--- config.mk ---
export PLATFORM = sky130hd
export DESIGN_NAME = sacache_ctrl
export DESIGN_NICKNAME = d
export VERILOG_FILES = /design/src/design/sacache_pkg.sv /design/src/design/sacache_ctrl.sv
export SDC_FILE = /design/constraint.sdc
export NUM_CORES = 1
export LEC_CHECK = 0
export ABC_AREA = 0
export BUFFER_PORTS_ARGS = -buffer_cell sky130_fd_sc_hd__buf_4
export CAP_MARGIN = 20
export CORE_AREA = 3 3 40 42
export CTS_CLUSTER_DIAMETER = 40
export DETAILED_ROUTE_END_ITERATION = 8
export DIE_AREA = 0 0 43 45
export GPL_TIMING_DRIVEN = 0
export PLACE_DENSITY = 0.72
export SYNTH_ARGS = -nofsm -noshare
export SYNTH_HDL_FRONTEND = slang
export SYNTH_SLANG_ARGS = --single-unit
--- constraint.sdc ---
create_clock -name clk_i -period 3.36 [get_ports clk_i]
set_input_delay 0.84 -clock clk_i [delete_from_list [all_inputs] [get_ports clk_i]]
set_output_delay 0.84 -clock clk_i [all_outputs]
set_load 0.005 [all_outputs]
--- src/design/sacache_pkg.sv ---
// Shared types and constants for the set-associative cache hit/miss unit.
// Used by sacache_ctrl, sacache_dp and set_assoc_cache_hit_miss_unit.
package sacache_pkg;

  localparam int unsigned ADDR_W    = 32;
  localparam int unsigned IDX_VAL_W = 15;  // widest masked set index (index_bits up to 15)
  localparam int unsigned NWAY_W    = 5;   // holds an active way count up to 16
  localparam int unsigned OUT_WAY_W = 3;
  localparam int unsigned LFSR_W    = 16;
  localparam logic [LFSR_W-1:0] LFSR_RESET = 16'hACE1;

  localparam logic [1:0] POL_RANDOM = 2'd0;
  localparam logic [1:0] POL_LFU    = 2'd1;
  localparam logic [1:0] POL_LRU    = 2'd2;
  localparam logic [1:0] POL_FIXED  = 2'd3;

  localparam logic [1:0] CFG_POLICY = 2'd0;
  localparam logic [1:0] CFG_OFFSET = 2'd1;
  localparam logic [1:0] CFG_INDEX  = 2'd2;
  localparam logic [1:0] CFG_WAYS   = 2'd3;

  typedef enum logic [6:0] {
    ST_CLEAR = 7'b0000001,
    ST_IDLE  = 7'b0000010,
    ST_MOD   = 7'b0000100,
    ST_READ  = 7'b0001000,
    ST_SCAN  = 7'b0010000,
    ST_WRITE = 7'b0100000,
    ST_DONE  = 7'b1000000
  } state_e;

  typedef struct packed {
    logic clr;       // write a zero row at the clear pointer
    logic load;      // capture the address of an accepted transfer
    logic mod_step;  // one step of the set-index remainder
    logic rd;        // read the set row
    logic scan_step; // examine one way
    logic wr;        // write back the updated row
    logic out_load;  // move the result into the output register
  } cmd_t;

  typedef struct packed {
    logic clr_done;
    logic mod_done;
    logic scan_done;
  } sts_t;

endpackage

--- src/design/sacache_ctrl.sv ---
// Controller state machine for the cache hit/miss unit.
// Depends on sacache_pkg; drives sacache_dp through cmd_t, reads sts_t.
module sacache_ctrl
  import sacache_pkg::*;
(
  input  logic clk_i,
  input  logic rst_ni,
  input  logic in_valid_i,
  output logic in_stall_o,
  output logic out_valid_o,
  input  logic out_stall_i,
  input  sts_t sts_i,
  output cmd_t cmd_o
);

  state_e state_q, state_d;
  logic   out_valid_q, out_valid_d;
  logic   out_free;

  assign out_free    = !out_valid_q || !out_stall_i;
  assign in_stall_o  = (state_q != ST_IDLE);
  assign out_valid_o = out_valid_q;

  always_comb begin
    state_d = state_q;
    cmd_o   = '0;
    unique case (state_q)
      ST_CLEAR: begin
        cmd_o.clr = 1'b1;
        if (sts_i.clr_done) state_d = ST_IDLE;
      end
      ST_IDLE: begin
        if (in_valid_i) begin
          cmd_o.load = 1'b1;
          state_d    = ST_MOD;
        end
      end
      ST_MOD: begin
        cmd_o.mod_step = 1'b1;
        if (sts_i.mod_done) state_d = ST_READ;
      end
      ST_READ: begin
        cmd_o.rd = 1'b1;
        state_d  = ST_SCAN;
      end
      ST_SCAN: begin
        cmd_o.scan_step = 1'b1;
        if (sts_i.scan_done) state_d = ST_WRITE;
      end
      ST_WRITE: begin
        cmd_o.wr = 1'b1;
        state_d  = ST_DONE;
      end
      ST_DONE: begin
        if (out_free) begin
          cmd_o.out_load = 1'b1;
          state_d        = ST_IDLE;
        end
      end
      default: state_d = ST_IDLE;
    endcase
  end

  always_comb begin
    out_valid_d = out_valid_q;
    if (cmd_o.out_load) out_valid_d = 1'b1;
    else if (!out_stall_i) out_valid_d = 1'b0;
  end

  always_ff @(posedge clk_i or negedge rst_ni) begin
    if (!rst_ni) begin
      state_q     <= ST_CLEAR;
      out_valid_q <= 1'b0;
    end else begin
      state_q     <= state_d;
      out_valid_q <= out_valid_d;
    end
  end

endmodule

==> metrics list <==
- The run finished with clean final reports.
- The count of buffers added on input and output ports is 15.
- The critical path starts at state_q[4].
* Worst clock skew: 0.00294 ns
- Multiplexer fraction of the synthesized cell area: 0%
* Adder-Cell Fraction of Synth Area: 0%
- After detailed routing, the number of remaining DRC violations is 0.
- Most repeated cell in the gate-level netlist after synthesis: dfrtp_1
* HPWL Detailed: ~830 µm
- After synthesis, the mean cell area works out to 10.1 µm².
- In this run the power density over the cells is 644 nW/µm².
* Max transition margin: slightly below 80%
* Final number of setup-violating endpoints: 0
- After synthesis, the largest family of logic cells by area is simple AND/OR/NAND/NOR gates.
- Top cells by area, synth: dfrtp_1, dfstp_2, nor3b_2, nor4_4, nand3_2
* Number of distinct library cells after synthesis: 31
- The biggest area contributor in the post-synthesis netlist is dfrtp_1.
* Compound-cell area share of the yosys netlist: 15.4%
* Fraction of final layout cells with drive strength greater than 1: a little under half
- Of the total synthesized cell area, the portion taken by XOR and XNOR cells is under 10%.
* Layer with the highest usage after global routing: met2
- By count the netlist is led by dfrtp_1, nor2_1, inv_1, and2_1, nand2_1.
- RePlAce Congestion: around 0.74
* Max Freq: 415 MHz
* WP data required: about 2.5 ns
- Starting density of the core: 41.7%
* Clock buffers created by TritonCTS: 3
- Kind of start point of the critical path: register
* Post-Syn Area: about 540 µm²
* Via count of the first global-routing pass: 382
* Cell count of the worst reg-to-reg path: 4
- In the synthesized netlist the dominant register cell turns out to be dfrtp_1.
* Global routing met3 resource utilization: under 10%
- Pin count of the biggest net entering global routing: 9
* Number of routed nets with antenna violations: 0
* Average via count per standard cell: 4.90
* Max FO, Critical Path: 6
- Dividing the detail-routed wire length by the instance count gives 12.1 µm.
* Total Die Area: a little under 2000 µm²
- Yosys mapped a number of flops with a built-in enable equal to 0.
- Synthesis-stage register bit count: 8
- IR analysis of the VDD net gives a maximum drop of 433 µV.
* Arrival time worst endpoint: 1.57 ns
- For this run, the total global-route usage over all layers was measured as 12.7%.
- Num rows: 13
- At the pin with the least slew margin, the transition time is approximately 0.31 ns.
* Met2 Use GR: 18.9%
- Summing the areas of all and, or, nand and nor instances in the mapped netlist gives 37.6% of the synthesized area.
* Worst setup path category: reg2out
- Source of the worst register-to-register timing path: state_q[4]
* Detailed-routing iteration count for the pre-antenna-repair pass: 4
- Global route overflow: 0
* Final Total Pwr: approximately 0.00045 W
- Clock slew at the register clock pins of the worst setup and hold paths: 0.06 ns
- The worst path in the final design needs a cycle of ~2.4 ns, including I/O delays and setup.
- Post-Syn Nets: 60
- Setup fix buffers added after clock tree synthesis: 0
* Final critical-path share of the clock period: a little under three quarters
* Share of async-settable or async-resettable flops after synthesis: 100%
- Maximum Capacitance Violations: 0
- Maximum clock insertion buffer count: 2
* Worst setup slack for register-to-register paths: between 1.5 and 2 ns
- Class of the tightest hold or removal check: in2async
- The first global-routing pass estimated 1790 µm of wire.
- Initial antenna violation count: 0
* Sum of negative setup slack: 0 ns
- For the worst-skew pair, the clock arrives at the later sink with an insertion delay of 0.26 ns.
- The count of final max-slew check failures is 0.
* Setup repair after global routing missed its margin: no
- For this block, the routed nets add up to 1050 µm of wire.
* TritonCTS clock tree: yes
* Core area: 1280 µm²
* Portion of synthesized cell area occupied by the leading cell type: 32.7%
- The cell sitting at the root of the clock tree is a clkbuf_4.
- After the first detailed-routing iteration, the DRC count stood at 4.
- The filler cells instantiated in the layout total 120.
- I/O pins: 16
* Critical path endpoint category: primary output
- Area overhead of the layout relative to synthesis: 29.4%
* Warnings from Yosys: 0
* Final count of hold timing violations: 0
* Cells after synthesis: 53
- Global Route met1 Usage: 16.7%
- The die is 45 µm tall.
* Cell leakage power: 0.340 nW
- Gates resized during post-CTS repair numbered 0.
- After synthesis, flip-flops and latches occupy 37.6% of the total area.
* Inserted Diodes: 0
- Number of H-tree levels: 1
- Nets: 80
- Via count: approximately 430
- Width of the chip: 43 µm
* Clk sink count: 8
* Fin util: 53.9%
* Hold buffer count at cts: 0
- The worst register-to-register path ends at state_q[1].
==> state kept, by name, indices dropped and copies added, names as in the netlist <==
signal       cells
out_valid_o      1
state_q          7
==> worst max path at each step <==
stage                     to  slack, ns  depth (start not counted)
floorplan           cmd_o[0]       1.40                          5
global placement    cmd_o[0]       1.23                          5
detailed placement  cmd_o[0]       1.22                          5
CTS                 cmd_o[0]       0.92                          5
global route        cmd_o[0]       0.81                          5
finish              cmd_o[0]       0.95                          5
==> cell families (layout without fill, tap and decap cells) <==
group | after synthesis | after routing
AOI/OAI and AO/OA | 10 | 10
DFF | 8 | 8
xor gates and xnor gates | 1 | 1
and+or+nand+nor | 27 | 27
buffers and inverters | 7 | 26
==> critical path, cell delays in order (launching register included) <==
cell     delay, ns
dfrtp_1       0.45
nor4_4        0.36
nand3_2       0.16
a21oi_1       0.14
buf_4         0.11
buf_4         0.09
==> cell usage in the layout (no fill, tap or decap), drive strengths merged <==
| cell type | instances |
|---|---|
| a21o | 1 |
| a21oi | 2 |
| a2bb2oi | 1 |
| and2 | 3 |
| and4 | 1 |
| buf | 18 |
| clkbuf | 4 |
| dfrtp | 7 |
| dfstp | 1 |
| inv | 4 |
| nand2 | 4 |
| nand2b | 1 |
| nand3 | 2 |
| nor2 | 6 |
| nor2b | 1 |
| nor3 | 2 |
| nor3b | 2 |
| nor4 | 2 |
| nor4b | 2 |
| o211ai | 1 |
| o21ai | 2 |
| o21bai | 1 |
| o32ai | 2 |
| or2 | 1 |
| xor2 | 1 |
==> layer usage <==
| layer | vias to the layer above | wire [µm] |
|---|---|---|
| met4 | 0 | 0 |
| met1 | 184 | 478 |
| met2 | 15 | 473 |
| met3 | 0 | 98 |
| li1 | 227 | - |
| met5 | - | 0 |
==> power by group <==
| part | switching (W) | internal, W | total (W) |
|---|---|---|---|
| Combinational | 0.000114 | 0.000119 | 0.000233 |
| Clock | 0.0000347 | 0.0000456 | 0.0000803 |
| Sequential | 0.0000197 | 0.000113 | 0.000133 |
==> final cells by class <==
class	count	area, µm²	share of cell area [%]
sequential	8	201	29.1
inverter	4	15.0	2.17
tap	15	18.8	2.71
clock buffer	4	26.3	3.79
timing repair buffer	15	113	16.2
buffer	3	26.3	3.79
multi-input combinational	38	293	42.2
==> metrics by stage <==
stage	setup slack, ns	area, µm²	hold slack (ns)	cells
after global placement	1.23	667	0.534	83
after CTS	0.925	693	0.384	87
after detailed placement	1.22	667	0.528	83
after global routing	0.809	693	0.377	87
final	0.950	693	0.390	87
after floorplan	1.40	536	0.494	53
(Power assumes the default switching activity.)
